--- src/bmpd_pkg.sv ---
// Shared types and constants for the BMP indexed pixel decoder.
`timescale 1ns / 1ps
`default_nettype none

package bmpd_pkg;

    // Result status codes.
    typedef enum logic [2:0] {
        ST_PIXEL         = 3'd0,
        ST_BAD_SIG       = 3'd1,
        ST_TOO_MANY_BITS = 3'd2,
        ST_COMPRESSED    = 3'd3,
        ST_BAD_DEPTH     = 3'd4,
        ST_TOO_LARGE     = 3'd5
    } status_t;

    // Kinds of work handed from the parser to the unpacker.
    typedef enum logic [1:0] {
        ENT_START = 2'd0,
        ENT_PIX   = 2'd1,
        ENT_ERR   = 2'd2
    } ent_kind_t;

    // One queue entry, without the image dimensions.
    typedef struct packed {
        ent_kind_t  kind;
        logic [7:0] data;
        logic [3:0] count;
        logic       last;
        status_t    code;
        logic       top_down;
        logic       depth_two;
    } ent_t;

    // Configuration register indexes.
    localparam logic [1:0] CFG_DISPLAY_WIDTH  = 2'd0;
    localparam logic [1:0] CFG_DISPLAY_HEIGHT = 2'd1;

    localparam int unsigned CFG_W          = 12;
    localparam logic [11:0] DISP_W_RESET   = 12'd800;
    localparam logic [11:0] DISP_H_RESET   = 12'd480;

    // Header layout, as byte positions of the last byte of each field.
    localparam logic [15:0] SIG_BM     = 16'h4D42;
    localparam logic [31:0] POS_SIG    = 32'd1;
    localparam logic [31:0] POS_OFFSET = 32'd13;
    localparam logic [31:0] POS_WIDTH  = 32'd21;
    localparam logic [31:0] POS_HEIGHT = 32'd25;
    localparam logic [31:0] POS_BPP    = 32'd29;
    localparam logic [31:0] POS_COMP   = 32'd33;
    localparam logic [31:0] HDR_END    = 32'd34;
    localparam logic [31:0] POS_MAX    = 32'hFFFF_FFFF;

    localparam logic [15:0] BPP_MAX    = 16'd4;
    localparam logic [15:0] BPP_ONE    = 16'd1;
    localparam logic [15:0] BPP_TWO    = 16'd2;
    localparam logic [3:0]  PPB_DEPTH1 = 4'd8;
    localparam logic [3:0]  PPB_DEPTH2 = 4'd4;

endpackage

`default_nettype wire

--- src/bmpd_if.sv ---
// Channel interfaces: file bytes in, pixel results out, configuration writes.
`timescale 1ns / 1ps
`default_nettype none

interface bmpd_byte_if;
    logic       valid;
    logic       ready;
    logic [7:0] data_byte;
    logic       file_start;

    modport source (output valid, data_byte, file_start, input ready);
    modport sink   (input valid, data_byte, file_start, output ready);
endinterface

interface bmpd_pixel_if;
    logic        valid;
    logic        ready;
    logic [11:0] pixel_col;
    logic [11:0] pixel_row;
    logic [1:0]  pixel_color;
    logic [2:0]  status;
    logic        image_done;

    modport source (output valid, pixel_col, pixel_row, pixel_color, status, image_done,
                    input ready);
    modport sink   (input valid, pixel_col, pixel_row, pixel_color, status, image_done,
                    output ready);
endinterface

interface bmpd_cfg_if;
    logic        valid;
    logic        ready;
    logic [1:0]  index;
    logic [11:0] data;

    modport source (output valid, index, data, input ready);
    modport sink   (input valid, index, data, output ready);
endinterface

`default_nettype wire

--- src/bmpd_front.sv ---
// Header parser: takes file bytes, checks the header and queues work for the unpacker.
`timescale 1ns / 1ps
`default_nettype none

module bmpd_front
    import bmpd_pkg::*;
#(
    parameter int unsigned DIM_BITS = 12
) (
    input  wire logic                clk,
    input  wire logic                rst_n,
    input  wire logic                in_valid,
    output logic                     in_ready,
    input  wire logic [7:0]          data_byte,
    input  wire logic                file_start,
    input  wire logic                q_full,
    output logic                     push,
    output ent_t                     ent,
    output logic [DIM_BITS-1:0]      ent_w,
    output logic [DIM_BITS-1:0]      ent_h
);

    localparam int unsigned LEFT_W = 2 * DIM_BITS;

    logic                accept;
    logic                halted_reg, halted_next, halted_e;
    logic [31:0]         pos_reg, pos_next, pos_e;
    logic [31:0]         fs_reg, fs_next, fs_e;
    logic [31:0]         off_reg, off_next, off_e;
    logic [DIM_BITS-1:0] w_reg, w_next, w_e;
    logic [DIM_BITS-1:0] h_reg, h_next, h_e;
    logic                td_reg, td_next, td_e;
    logic                d2_reg, d2_next, d2_e;
    logic                dok_reg, dok_next, dok_e;
    logic [LEFT_W-1:0]   left_reg, left_next, left_e;
    logic [LEFT_W-1:0]   area;
    logic                push_c;

    assign in_ready = !q_full;
    assign accept   = in_valid && !q_full;
    assign push     = accept && push_c;
    assign ent_w    = w_e;
    assign ent_h    = h_e;

    // A file start clears the parse before this byte is looked at.
    assign halted_e = file_start ? 1'b0 : halted_reg;
    assign pos_e    = file_start ? '0 : pos_reg;
    assign fs_e     = file_start ? '0 : fs_reg;
    assign off_e    = file_start ? '0 : off_reg;
    assign w_e      = file_start ? '0 : w_reg;
    assign h_e      = file_start ? '0 : h_reg;
    assign td_e     = file_start ? 1'b0 : td_reg;
    assign d2_e     = file_start ? 1'b0 : d2_reg;
    assign dok_e    = file_start ? 1'b0 : dok_reg;
    assign left_e   = file_start ? '0 : left_reg;

    assign area = w_e * h_e;

    always_comb
    begin
        logic [31:0] mag;
        logic [15:0] bpp;
        logic [3:0]  ppb;
        logic [3:0]  nb;

        halted_next = halted_e;
        pos_next    = pos_e;
        fs_next     = fs_e;
        off_next    = off_e;
        w_next      = w_e;
        h_next      = h_e;
        td_next     = td_e;
        d2_next     = d2_e;
        dok_next    = dok_e;
        left_next   = left_e;
        push_c      = 1'b0;
        ent         = '0;
        ent.kind    = ENT_PIX;
        ent.code    = ST_PIXEL;
        mag         = '0;
        bpp         = '0;
        ppb         = PPB_DEPTH1;
        nb          = '0;

        if (!halted_e)
        begin
            pos_next = (pos_e == POS_MAX) ? pos_e : pos_e + 32'd1;
            fs_next  = {data_byte, fs_e[31:8]};
            bpp      = fs_next[31:16];
            mag      = fs_next[31] ? (32'd0 - fs_next) : fs_next;
            case (pos_e)
                POS_SIG:
                begin
                    if (fs_next[31:16] != SIG_BM)
                    begin
                        push_c      = 1'b1;
                        ent.kind    = ENT_ERR;
                        ent.code    = ST_BAD_SIG;
                        halted_next = 1'b1;
                    end
                end
                POS_OFFSET:
                begin
                    off_next = fs_next;
                end
                POS_WIDTH:
                begin
                    if ((fs_next >> DIM_BITS) != 32'd0)
                    begin
                        push_c      = 1'b1;
                        ent.kind    = ENT_ERR;
                        ent.code    = ST_TOO_LARGE;
                        halted_next = 1'b1;
                    end
                    else
                    begin
                        w_next = fs_next[DIM_BITS-1:0];
                    end
                end
                POS_HEIGHT:
                begin
                    td_next = fs_next[31];
                    if ((mag >> DIM_BITS) != 32'd0)
                    begin
                        push_c      = 1'b1;
                        ent.kind    = ENT_ERR;
                        ent.code    = ST_TOO_LARGE;
                        halted_next = 1'b1;
                    end
                    else
                    begin
                        h_next = mag[DIM_BITS-1:0];
                    end
                end
                POS_BPP:
                begin
                    if (bpp > BPP_MAX)
                    begin
                        push_c      = 1'b1;
                        ent.kind    = ENT_ERR;
                        ent.code    = ST_TOO_MANY_BITS;
                        halted_next = 1'b1;
                    end
                    else
                    begin
                        d2_next  = (bpp == BPP_TWO);
                        dok_next = (bpp == BPP_ONE) || (bpp == BPP_TWO);
                    end
                end
                POS_COMP:
                begin
                    push_c      = 1'b1;
                    if (fs_next != 32'd0)
                    begin
                        ent.kind    = ENT_ERR;
                        ent.code    = ST_COMPRESSED;
                        halted_next = 1'b1;
                    end
                    else if (!dok_e)
                    begin
                        ent.kind    = ENT_ERR;
                        ent.code    = ST_BAD_DEPTH;
                        halted_next = 1'b1;
                    end
                    else
                    begin
                        // Hand the image geometry to the unpacker.
                        ent.kind      = ENT_START;
                        ent.top_down  = td_e;
                        ent.depth_two = d2_e;
                        left_next     = area;
                        if (w_e == '0 || h_e == '0)
                        begin
                            halted_next = 1'b1;
                        end
                    end
                end
                default:
                begin
                    if (pos_e >= HDR_END && pos_e >= off_e)
                    begin
                        ppb = d2_e ? PPB_DEPTH2 : PPB_DEPTH1;
                        nb  = (left_e < LEFT_W'(ppb)) ? left_e[3:0] : ppb;
                        left_next     = left_e - LEFT_W'(nb);
                        push_c        = 1'b1;
                        ent.kind      = ENT_PIX;
                        ent.data      = data_byte;
                        ent.count     = nb;
                        ent.last      = (left_next == '0);
                        if (left_next == '0)
                        begin
                            halted_next = 1'b1;
                        end
                    end
                end
            endcase
        end
    end

    always_ff @(posedge clk or negedge rst_n)
    begin
        if (!rst_n)
        begin
            halted_reg <= 1'b1;
            pos_reg    <= '0;
            fs_reg     <= '0;
            off_reg    <= '0;
            w_reg      <= '0;
            h_reg      <= '0;
            td_reg     <= 1'b0;
            d2_reg     <= 1'b0;
            dok_reg    <= 1'b0;
            left_reg   <= '0;
        end
        else if (accept)
        begin
            halted_reg <= halted_next;
            pos_reg    <= pos_next;
            fs_reg     <= fs_next;
            off_reg    <= off_next;
            w_reg      <= w_next;
            h_reg      <= h_next;
            td_reg     <= td_next;
            d2_reg     <= d2_next;
            dok_reg    <= dok_next;
            left_reg   <= left_next;
        end
    end

endmodule

`default_nettype wire

--- src/bmpd_queue.sv ---
// Small first-in first-out queue between the parser and the unpacker.
`timescale 1ns / 1ps
`default_nettype none

module bmpd_queue
#(
    parameter int unsigned DATA_W = 32
) (
    input  wire logic              clk,
    input  wire logic              rst_n,
    input  wire logic              push,
    input  wire logic [DATA_W-1:0] push_data,
    output logic                   full,
    input  wire logic              pop,
    output logic [DATA_W-1:0]      pop_data,
    output logic                   empty
);

    localparam int unsigned DEPTH = 4;
    localparam int unsigned PTR_W = $clog2(DEPTH);

    logic [DATA_W-1:0] mem [DEPTH];
    logic [PTR_W-1:0]  wr_reg, wr_next;
    logic [PTR_W-1:0]  rd_reg, rd_next;
    logic [PTR_W:0]    cnt_reg, cnt_next;
    logic              do_push, do_pop;

    assign full     = (cnt_reg == (PTR_W+1)'(DEPTH));
    assign empty    = (cnt_reg == '0);
    assign do_push  = push && !full;
    assign do_pop   = pop && !empty;
    assign pop_data = mem[rd_reg];

    always_comb
    begin
        wr_next  = do_push ? wr_reg + 1'b1 : wr_reg;
        rd_next  = do_pop ? rd_reg + 1'b1 : rd_reg;
        cnt_next = cnt_reg;
        if (do_push && !do_pop)
        begin
            cnt_next = cnt_reg + 1'b1;
        end
        else if (!do_push && do_pop)
        begin
            cnt_next = cnt_reg - 1'b1;
        end
    end

    always_ff @(posedge clk)
    begin
        if (do_push)
        begin
            mem[wr_reg] <= push_data;
        end
    end

    always_ff @(posedge clk or negedge rst_n)
    begin
        if (!rst_n)
        begin
            wr_reg  <= '0;
            rd_reg  <= '0;
            cnt_reg <= '0;
        end
        else
        begin
            wr_reg  <= wr_next;
            rd_reg  <= rd_next;
            cnt_reg <= cnt_next;
        end
    end

endmodule

`default_nettype wire

--- src/bmpd_back.sv ---
// Pixel unpacker: walks queued bytes one pixel per cycle unless stalled, drives the result register.
`timescale 1ns / 1ps
`default_nettype none

module bmpd_back
    import bmpd_pkg::*;
#(
    parameter int unsigned DIM_BITS = 12
) (
    input  wire logic                clk,
    input  wire logic                rst_n,
    input  wire logic                q_empty,
    input  wire ent_t                q_ent,
    input  wire logic [DIM_BITS-1:0] q_w,
    input  wire logic [DIM_BITS-1:0] q_h,
    output logic                     q_pop,
    input  wire logic [CFG_W-1:0]    display_width,
    input  wire logic [CFG_W-1:0]    display_height,
    output logic                     out_valid,
    input  wire logic                out_ready,
    output logic [11:0]              pixel_col,
    output logic [11:0]              pixel_row,
    output logic [1:0]               pixel_color,
    output status_t                  status,
    output logic                     image_done
);

    localparam int unsigned CMP_W = (DIM_BITS > CFG_W) ? DIM_BITS : CFG_W;

    logic                advance;
    logic [DIM_BITS-1:0] w_reg, w_next;
    logic                td_reg, td_next;
    logic                d2_reg, d2_next;
    logic [DIM_BITS-1:0] col_reg, col_next;
    logic [DIM_BITS:0]   row_reg, row_next;
    logic [2:0]          k_reg, k_next;
    logic                ov_reg, ov_next;
    logic [11:0]         col_o_reg, col_o_next;
    logic [11:0]         row_o_reg, row_o_next;
    logic [1:0]          color_reg, color_next;
    status_t             status_reg, status_next;
    logic                done_reg, done_next;

    assign advance     = !ov_reg || out_ready;
    assign out_valid   = ov_reg;
    assign pixel_col   = col_o_reg;
    assign pixel_row   = row_o_reg;
    assign pixel_color = color_reg;
    assign status      = status_reg;
    assign image_done  = done_reg;

    always_comb
    begin
        logic [7:0]          sh;
        logic [1:0]          color;
        logic                visible;
        logic                last_px;
        logic [DIM_BITS-1:0] col_inc;

        w_next      = w_reg;
        td_next     = td_reg;
        d2_next     = d2_reg;
        col_next    = col_reg;
        row_next    = row_reg;
        k_next      = k_reg;
        ov_next     = ov_reg && !out_ready;
        col_o_next  = col_o_reg;
        row_o_next  = row_o_reg;
        color_next  = color_reg;
        status_next = status_reg;
        done_next   = done_reg;
        q_pop       = 1'b0;

        // Pixel k of the head byte, MSB first.
        sh      = d2_reg ? (q_ent.data << {k_reg, 1'b0}) : (q_ent.data << k_reg);
        color   = d2_reg ? sh[7:6] : {1'b0, sh[7]};
        visible = !row_reg[DIM_BITS]
                  && (CMP_W'(col_reg) < CMP_W'(display_width))
                  && (CMP_W'(row_reg[DIM_BITS-1:0]) < CMP_W'(display_height));
        last_px = ({1'b0, k_reg} == (q_ent.count - 4'd1));
        col_inc = col_reg + 1'b1;

        if (advance && !q_empty)
        begin
            case (q_ent.kind)
                ENT_START:
                begin
                    q_pop    = 1'b1;
                    w_next   = q_w;
                    td_next  = q_ent.top_down;
                    d2_next  = q_ent.depth_two;
                    col_next = '0;
                    k_next   = '0;
                    row_next = q_ent.top_down ? '0 : ({1'b0, q_h} - 1'b1);
                end
                ENT_ERR:
                begin
                    q_pop       = 1'b1;
                    ov_next     = 1'b1;
                    col_o_next  = '0;
                    row_o_next  = '0;
                    color_next  = '0;
                    status_next = q_ent.code;
                    done_next   = 1'b1;
                end
                ENT_PIX:
                begin
                    if (visible)
                    begin
                        ov_next     = 1'b1;
                        col_o_next  = 12'(col_reg);
                        row_o_next  = 12'(row_reg[DIM_BITS-1:0]);
                        color_next  = color;
                        status_next = ST_PIXEL;
                        done_next   = q_ent.last && last_px;
                    end
                    if (col_inc == w_reg)
                    begin
                        col_next = '0;
                        row_next = td_reg ? row_reg + 1'b1 : row_reg - 1'b1;
                    end
                    else
                    begin
                        col_next = col_inc;
                    end
                    if (last_px)
                    begin
                        q_pop  = 1'b1;
                        k_next = '0;
                    end
                    else
                    begin
                        k_next = k_reg + 1'b1;
                    end
                end
                default:
                begin
                    q_pop = 1'b1;
                end
            endcase
        end
    end

    always_ff @(posedge clk or negedge rst_n)
    begin
        if (!rst_n)
        begin
            w_reg   <= '0;
            td_reg  <= 1'b0;
            d2_reg  <= 1'b0;
            col_reg <= '0;
            row_reg <= '0;
            k_reg   <= '0;
            ov_reg  <= 1'b0;
        end
        else
        begin
            w_reg   <= w_next;
            td_reg  <= td_next;
            d2_reg  <= d2_next;
            col_reg <= col_next;
            row_reg <= row_next;
            k_reg   <= k_next;
            ov_reg  <= ov_next;
        end
    end

    always_ff @(posedge clk)
    begin
        col_o_reg  <= col_o_next;
        row_o_reg  <= row_o_next;
        color_reg  <= color_next;
        status_reg <= status_next;
        done_reg   <= done_next;
    end

endmodule

`default_nettype wire

--- src/bmp_indexed_pixel_decoder_unit.sv ---
// Top level of the BMP indexed pixel decoder: configuration, parser, queue and unpacker.
//
// The block takes a BMP file one byte per transfer on byte_in, with file_start set on
// byte zero of each file, and gives pixel writes on pixel_out. Uncompressed 1-bit and
// 2-bit images are unpacked MSB first; each pixel inside the display window gives one
// transfer, and the last pixel of the image carries image_done if inside the window. A
// header error gives one transfer with a nonzero status and image_done, then bytes are
// dropped until the next file_start. The cfg channel writes display_width (index 0) and
// display_height (index 1); it is always ready and should only be used while idle.
// Header bytes are taken one per cycle while the queue is not full. The unpacker walks
// a pixel byte one pixel per cycle while pixel_out is not stalled, up to eight pixels at
// 1 bit per pixel and four at 2 bits per pixel; that loop sets the sustained rate. The
// first result of a byte passes through the queue and then the output register. A
// four-entry queue lets the parser keep taking bytes while the unpacker works. When
// pixel_out is stalled the unpacker holds, the queue fills, and byte_in.ready drops.
// After reset the display window is 800 by 480 and the parser waits for a file_start.
`timescale 1ns / 1ps
`default_nettype none

module bmp_indexed_pixel_decoder_unit
    import bmpd_pkg::*;
#(
    parameter int unsigned DIM_BITS = 12
) (
    input  wire logic   clk,
    input  wire logic   rst_n,
    bmpd_byte_if.sink   byte_in,
    bmpd_pixel_if.source pixel_out,
    bmpd_cfg_if.sink    cfg
);

    localparam int unsigned Q_W = $bits(ent_t) + 2 * DIM_BITS;

    logic [CFG_W-1:0]    disp_w_reg, disp_h_reg;
    logic                push, q_full, q_empty, q_pop;
    ent_t                push_ent, head_ent;
    logic [DIM_BITS-1:0] push_w, push_h, head_w, head_h;
    logic [Q_W-1:0]      q_in, q_out;
    status_t             status;

    // Configuration registers; writes to unknown indexes are dropped.
    assign cfg.ready = 1'b1;

    always_ff @(posedge clk or negedge rst_n)
    begin
        if (!rst_n)
        begin
            disp_w_reg <= DISP_W_RESET;
            disp_h_reg <= DISP_H_RESET;
        end
        else if (cfg.valid)
        begin
            case (cfg.index)
                CFG_DISPLAY_WIDTH:  disp_w_reg <= cfg.data;
                CFG_DISPLAY_HEIGHT: disp_h_reg <= cfg.data;
                default:            ;
            endcase
        end
    end

    // The parser classifies each byte and, where one is due, queues a start, pixel or error entry.
    bmpd_front #(
        .DIM_BITS (DIM_BITS)
    ) u_front (
        .clk        (clk),
        .rst_n      (rst_n),
        .in_valid   (byte_in.valid),
        .in_ready   (byte_in.ready),
        .data_byte  (byte_in.data_byte),
        .file_start (byte_in.file_start),
        .q_full     (q_full),
        .push       (push),
        .ent        (push_ent),
        .ent_w      (push_w),
        .ent_h      (push_h)
    );

    assign q_in = {push_ent, push_w, push_h};

    bmpd_queue #(
        .DATA_W (Q_W)
    ) u_queue (
        .clk       (clk),
        .rst_n     (rst_n),
        .push      (push),
        .push_data (q_in),
        .full      (q_full),
        .pop       (q_pop),
        .pop_data  (q_out),
        .empty     (q_empty)
    );

    assign {head_ent, head_w, head_h} = q_out;

    // The unpacker turns queued entries into results behind an output register.
    bmpd_back #(
        .DIM_BITS (DIM_BITS)
    ) u_back (
        .clk            (clk),
        .rst_n          (rst_n),
        .q_empty        (q_empty),
        .q_ent          (head_ent),
        .q_w            (head_w),
        .q_h            (head_h),
        .q_pop          (q_pop),
        .display_width  (disp_w_reg),
        .display_height (disp_h_reg),
        .out_valid      (pixel_out.valid),
        .out_ready      (pixel_out.ready),
        .pixel_col      (pixel_out.pixel_col),
        .pixel_row      (pixel_out.pixel_row),
        .pixel_color    (pixel_out.pixel_color),
        .status         (status),
        .image_done     (pixel_out.image_done)
    );

    assign pixel_out.status = status;

endmodule

`default_nettype wire

--- src/flat_wrapper.sv ---
// flat-port wrapper written by rule: the top's interface ports become plain ports
module bmp_indexed_pixel_decoder_unit_flat import bmpd_pkg::*;
#(
    parameter int unsigned DIM_BITS = 12
)
  (clk, rst_n, byte_in_valid, byte_in_data_byte, byte_in_file_start, byte_in_ready, pixel_out_valid, pixel_out_pixel_col, pixel_out_pixel_row, pixel_out_pixel_color, pixel_out_status, pixel_out_image_done, pixel_out_ready, cfg_valid, cfg_index, cfg_data, cfg_ready);
  bmpd_byte_if byte_in_i ();
  bmpd_pixel_if pixel_out_i ();
  bmpd_cfg_if cfg_i ();
  input  wire logic clk;
  input  wire logic rst_n;
  input wire logic [$bits(byte_in_i.valid)-1:0] byte_in_valid;
  input wire logic [$bits(byte_in_i.data_byte)-1:0] byte_in_data_byte;
  input wire logic [$bits(byte_in_i.file_start)-1:0] byte_in_file_start;
  output wire logic [$bits(byte_in_i.ready)-1:0] byte_in_ready;
  output wire logic [$bits(pixel_out_i.valid)-1:0] pixel_out_valid;
  output wire logic [$bits(pixel_out_i.pixel_col)-1:0] pixel_out_pixel_col;
  output wire logic [$bits(pixel_out_i.pixel_row)-1:0] pixel_out_pixel_row;
  output wire logic [$bits(pixel_out_i.pixel_color)-1:0] pixel_out_pixel_color;
  output wire logic [$bits(pixel_out_i.status)-1:0] pixel_out_status;
  output wire logic [$bits(pixel_out_i.image_done)-1:0] pixel_out_image_done;
  input wire logic [$bits(pixel_out_i.ready)-1:0] pixel_out_ready;
  input wire logic [$bits(cfg_i.valid)-1:0] cfg_valid;
  input wire logic [$bits(cfg_i.index)-1:0] cfg_index;
  input wire logic [$bits(cfg_i.data)-1:0] cfg_data;
  output wire logic [$bits(cfg_i.ready)-1:0] cfg_ready;
  assign byte_in_i.valid = byte_in_valid;
  assign byte_in_i.data_byte = byte_in_data_byte;
  assign byte_in_i.file_start = byte_in_file_start;
  assign byte_in_ready = byte_in_i.ready;
  assign pixel_out_valid = pixel_out_i.valid;
  assign pixel_out_pixel_col = pixel_out_i.pixel_col;
  assign pixel_out_pixel_row = pixel_out_i.pixel_row;
  assign pixel_out_pixel_color = pixel_out_i.pixel_color;
  assign pixel_out_status = pixel_out_i.status;
  assign pixel_out_image_done = pixel_out_i.image_done;
  assign pixel_out_i.ready = pixel_out_ready;
  assign cfg_i.valid = cfg_valid;
  assign cfg_i.index = cfg_index;
  assign cfg_i.data = cfg_data;
  assign cfg_ready = cfg_i.ready;
  bmp_indexed_pixel_decoder_unit #(.DIM_BITS(DIM_BITS)) u_core (.clk(clk), .rst_n(rst_n), .byte_in(byte_in_i), .pixel_out(pixel_out_i), .cfg(cfg_i));
endmodule
--- config.mk ---
export PLATFORM = sky130hd
export DESIGN_NAME = bmp_indexed_pixel_decoder_unit_flat
export DESIGN_NICKNAME = d
export VERILOG_FILES = /design/src/bmpd_pkg.sv /design/src/bmpd_if.sv /design/src/bmpd_front.sv /design/src/bmpd_queue.sv /design/src/bmpd_back.sv /design/src/bmp_indexed_pixel_decoder_unit.sv /design/src/flat_wrapper.sv
export SDC_FILE = /design/constraint.sdc
export NUM_CORES = 1
export LEC_CHECK = 0
export BUFFER_PORTS_ARGS = -buffer_cell sky130_fd_sc_hd__buf_4
export CORE_MARGIN = 3
export CORE_UTILIZATION = 40
export CTS_BUF_LIST = sky130_fd_sc_hd__clkbuf_16
export DETAILED_ROUTE_END_ITERATION = 6
export MAX_ROUTING_LAYER = met4
export PLACE_DENSITY = 0.62
export SLEW_MARGIN = 10
export SYNTH_ARGS = -nofsm -noshare
export SYNTH_HDL_FRONTEND = slang
export SYNTH_SLANG_ARGS = --single-unit
export TNS_END_PERCENT = 50
--- constraint.sdc ---
create_clock -name clk -period 11.2 [get_ports clk]
set_input_delay 2.24 -clock clk [delete_from_list [all_inputs] [get_ports clk]]
set_output_delay 2.24 -clock clk [all_outputs]
set_load 0.005 [all_outputs]
==> impl_metrics.json <==
{
  "vertical_die_dimension_um": 268.0,
  "finalCoreUtilization_pct": 44.44,
  "design.core.area_sq_um": 67630,
  "cp.buffers_inverters": 4,
  "top_signal_layer_used": "met4",
  "timing.final.max_slew_violations": 0,
  "gr-total-overflow": 0,
  "r2r_slack_ps": 4820,
  "ys_async_sr_fraction_pct": 50.95,
  "startpoint_types": "primary input",
  "num_rows": 95,
  "yosysTopAreaCell": "sky130_fd_sc_hd__edfxtp_1",
  "num-fill-cells": 6294,
  "yosys.cell_types.count": 99,
  "die_area_sq_um": 71820,
  "synth.cells.most_frequent": "sky130_fd_sc_hd__nand2_1 (349), sky130_fd_sc_hd__dfrtp_1 (206), sky130_fd_sc_hd__edfxtp_1 (206)",
  "synth_edf_count": 206,
  "wl_met2_mm": 32.98,
  "crit_path_end": "u_core.u_front.left_reg[22]",
  "cts.hold.buffers_added": 0,
  "worst_skew_pair.late_latency_ps": 610,
  "relSlewSlack_pct": 12.00,
  "tns_ps": 0,
  "detailroute.wirelength.met3_mm": 4.282,
  "design.final.nets": 2898,
  "synth_area_in_simple_gates_pct": 16.56,
  "cp_slowest_cell": "sky130_fd_sc_hd__fa_1",
  "cp_cell_sequence": "buf_4, nor2b_1, buf_4, and2_1, fa_1, fa_1, fa_1, fa_1, inv_1, fa_1, inv_1, ha_1, and3_1, and3_1, nand3_1, a31oi_1, a21o_1, a21oi_1, xnor2_1, a22oi_1, o21ai_0",
  "crit-reg2reg-launch": "u_core.u_front.left_reg[18]",
  "initialDrtViolationCount": 2009,
  "grt_max_degree": 89,
  "internal_power_mw": 3.656,
  "gp_routability_congestion": 0.9278,
  "finalCritPeriodShare_pct": 67.06,
  "final_antenna_net_count": 0,
  "rsz0062_at_grt": "false",
  "cts_max_path_bufs": 3,
  "arrival_ps": 7950,
  "worst_path_dominant_cell_family": "adder cells",
  "p_leak_nw": 12.67,
  "synth_cells": 2639,
  "timing_worst_setup_path_type": "primary input to register",
  "power.density_nw_per_um2": 192.3,
  "adder_cell_area_share_of_the_yosys_netlist_pct": 14.09,
  "yosys_warnings": 0,
  "synth_top_family_by_area": "simple AND/OR/NAND/NOR gates",
  "path_depth": 21,
  "mappedNetlistArea_sq_um": 27460,
  "clkPwrFrac_pct": 28.0,
  "drt-met1-wl_mm": 32.06,
  "areaGrowthSynthToFinish_pct": 9.484,
  "cp-startpoint": "byte_in_file_start",
  "vdd.ir_drop.worst_mv": 0.1456,
  "global_route.usage.total_pct": 20.52,
  "post_cts_resize_count": 0,
  "h_tree_levels": 2,
  "remaining_drc_errors": 0,
  "design.portCount": 61,
  "routed_wire_length_per_instance_um": 20.14,
  "die_w_um": 268.0,
  "vias_after_detailed_routing": 20310,
  "dp.final_hpwl_mm": 50.24,
  "wirelength_mm": 71.21,
  "buffer_ports.inserted": 59,
  "synthesized_nets": 2915,
  "yosys.area_share.xor_xnor_pct": 3.190,
  "synth.area.top_cells": "sky130_fd_sc_hd__edfxtp_1 (23%), sky130_fd_sc_hd__dfrtp_1 (19%), sky130_fd_sc_hd__fa_1 (7.4%)",
  "outcome": "completed",
  "timing.critical_path.fanout_max": 51,
  "start_util_pct": 40.59,
  "timing.final.ws_setup_ps": 3689,
  "pre_cts_ws_ps": 3158,
  "power_frac_seq_pct": 38.3,
  "cts_buffers": 48,
  "worst_clock_skew_ps": 32.30,
  "p_comb_share_pct": 33.7,
  "antenna-diode-count": 0,
  "worst-r2r-cell-count": 16,
  "dominantRegCellSynth": "sky130_fd_sc_hd__edfxtp_1",
  "muxShareOfSynthArea_pct": 5.236,
  "synthMostInstantiatedCell": "sky130_fd_sc_hd__nand2_1",
  "drtPass1Iterations": 7,
  "worst_slew_pin_slew_ps": 1319,
  "numClockSinks": 420,
  "most_common_cell_on_crit_path": "sky130_fd_sc_hd__fa_1",
  "first_global_vias": 20190,
  "crit-reg2reg-capture": "u_core.u_queue.mem[1][29]",
  "hold_viol_final": 0,
  "final_setup_violation_count": 0,
  "postSynthAreaPerCell_sq_um": 10.40,
  "cap_violations": 0,
  "worst_setup_hold_path_clk_slew_ps": 60,
  "synth_top_area_share_pct": 22.53,
  "fmax_mhz": 133.1,
  "synth_sequential_area_ratio_pct": 42.07,
  "cts_root_cell": "sky130_fd_sc_hd__clkbuf_16",
  "grt_pass1_wl_mm": 114.0,
  "switching_power_mw": 2.124,
  "largest_reg_flops": 176,
  "timing.critical_path.required_ps": 11640,
  "final.min_clock_period_ps": 7511,
  "cpPeakStageDelay_ps": 560,
  "drt-vias-per-instance": 5.745,
  "hold_path_class": "register to register",
  "grt_antenna_before_repair": 0,
  "drive_gt1_share_pct": 11.50,
  "worst_setup_path_end_kind": "register",
  "postSynthRegisterBits": 420,
  "power.switching_fraction_pct": 36.75,
  "synth-compound-area-share_pct": 13.02,
  "tritoncts": "built",
  "postCtsSetupBuffers": 0
}
-- final cells by class --
class	instances	area, sq um	area share, %
clock buffers	48	1201	3.996
clock inverters	42	426.7	1.419
inverters	192	720.7	2.398
multi-input cells	1866	14350	47.74
flip-flops and latches	420	11550	38.44
well taps	873	1092	3.634
repair buffers	94	713.2	2.373
-- cell usage in the layout (no fill, tap or decap), types with 52 or more instances in the layout --
cell | Yosys | routed
sky130_fd_sc_hd__nand2_1 | 349 | 348
sky130_fd_sc_hd__ha_1 | 146 | 146
sky130_fd_sc_hd__edfxtp_1 | 206 | 206
sky130_fd_sc_hd__dfrtp_1 | 206 | 204
sky130_fd_sc_hd__a22oi_1 | 59 | 59
sky130_fd_sc_hd__nor2_1 | 112 | 110
sky130_fd_sc_hd__and2_1 | 95 | 91
sky130_fd_sc_hd__nand3_1 | 52 | 52
sky130_fd_sc_hd__xnor2_1 | 59 | 59
sky130_fd_sc_hd__nor2b_1 | 84 | 84
sky130_fd_sc_hd__fa_1 | 102 | 102
sky130_fd_sc_hd__buf_4 | 3 | 93
sky130_fd_sc_hd__o21ai_0 | 151 | 150
sky130_fd_sc_hd__inv_1 | 190 | 197
sky130_fd_sc_hd__a21oi_1 | 83 | 83
-- cell families after synthesis --
kind of cell,count (synthesis)
muxes,86
other,1
DFF,420
adders and majority gates,248
xor gates and xnor gates,100
AOI/OAI and AO/OA,527
and+or+nand+nor,904
buffers and inverters,353
-- worst min path at each step --
stage | start | end | slack [ps] | cells after the start
2_1_floorplan | u_core.u_front.d2_reg | u_core.u_front.d2_reg | 430 | 2
3_3_place_gp | u_core.u_front.left_reg[3] | u_core.u_front.left_reg[3] | 460 | 2
3_5_place_dp | u_core.u_front.d2_reg | u_core.u_front.d2_reg | 470 | 2
4_1_cts | u_core.u_front.d2_reg | u_core.u_front.d2_reg | 480 | 2
5_1_grt | u_core.u_back.td_reg | u_core.u_back.td_reg | 520 | 1
6_report | u_core.u_front.td_reg | u_core.u_front.td_reg | 480 | 2
-- worst register-to-register path: cells and delay by family (launching register included) --
kind | cells | cell delay (ps)
AO/OA/AOI/OAI | 5 | 1380
multiplexers | 1 | 440
AND/OR/NAND/NOR | 9 | 3530
adder cells (fa/ha/maj) | 1 | 360
flip-flops | 1 | 430
-- layer usage --
metal / track usage (%) / vias up
li1: - / 9375
met1: 28.27 / 10120
met2: 31.72 / 676
met3: 2.893 / 139
met4: 6.043 / 0
met5: - / -
-- power by group through the flow --
stage / logic, mW / clock network [mW] / registers (mW)
after floorplan: 1.63 / 0 / 2.00
after global placement: 1.90 / 0 / 2.23
after detailed placement: 1.94 / 0 / 2.24
after CTS: 1.95 / 1.65 / 2.21
after global routing: 2.15 / 1.71 / 2.25
final: 1.95 / 1.62 / 2.21
-- through the flow --
step	total power [mW]	hold slack, ps	cell area [sq um]	cells
after floorplan	3.633	434.5	27460	2639
after global placement	4.132	456.0	28420	3445
after detailed placement	4.181	470.4	28420	3445
after CTS	5.812	482.7	30050	3535
after global routing	6.105	519.4	30060	3535
final	5.780	485.0	30060	3535
No activity file was read; power rests on OpenSTA's default activity.
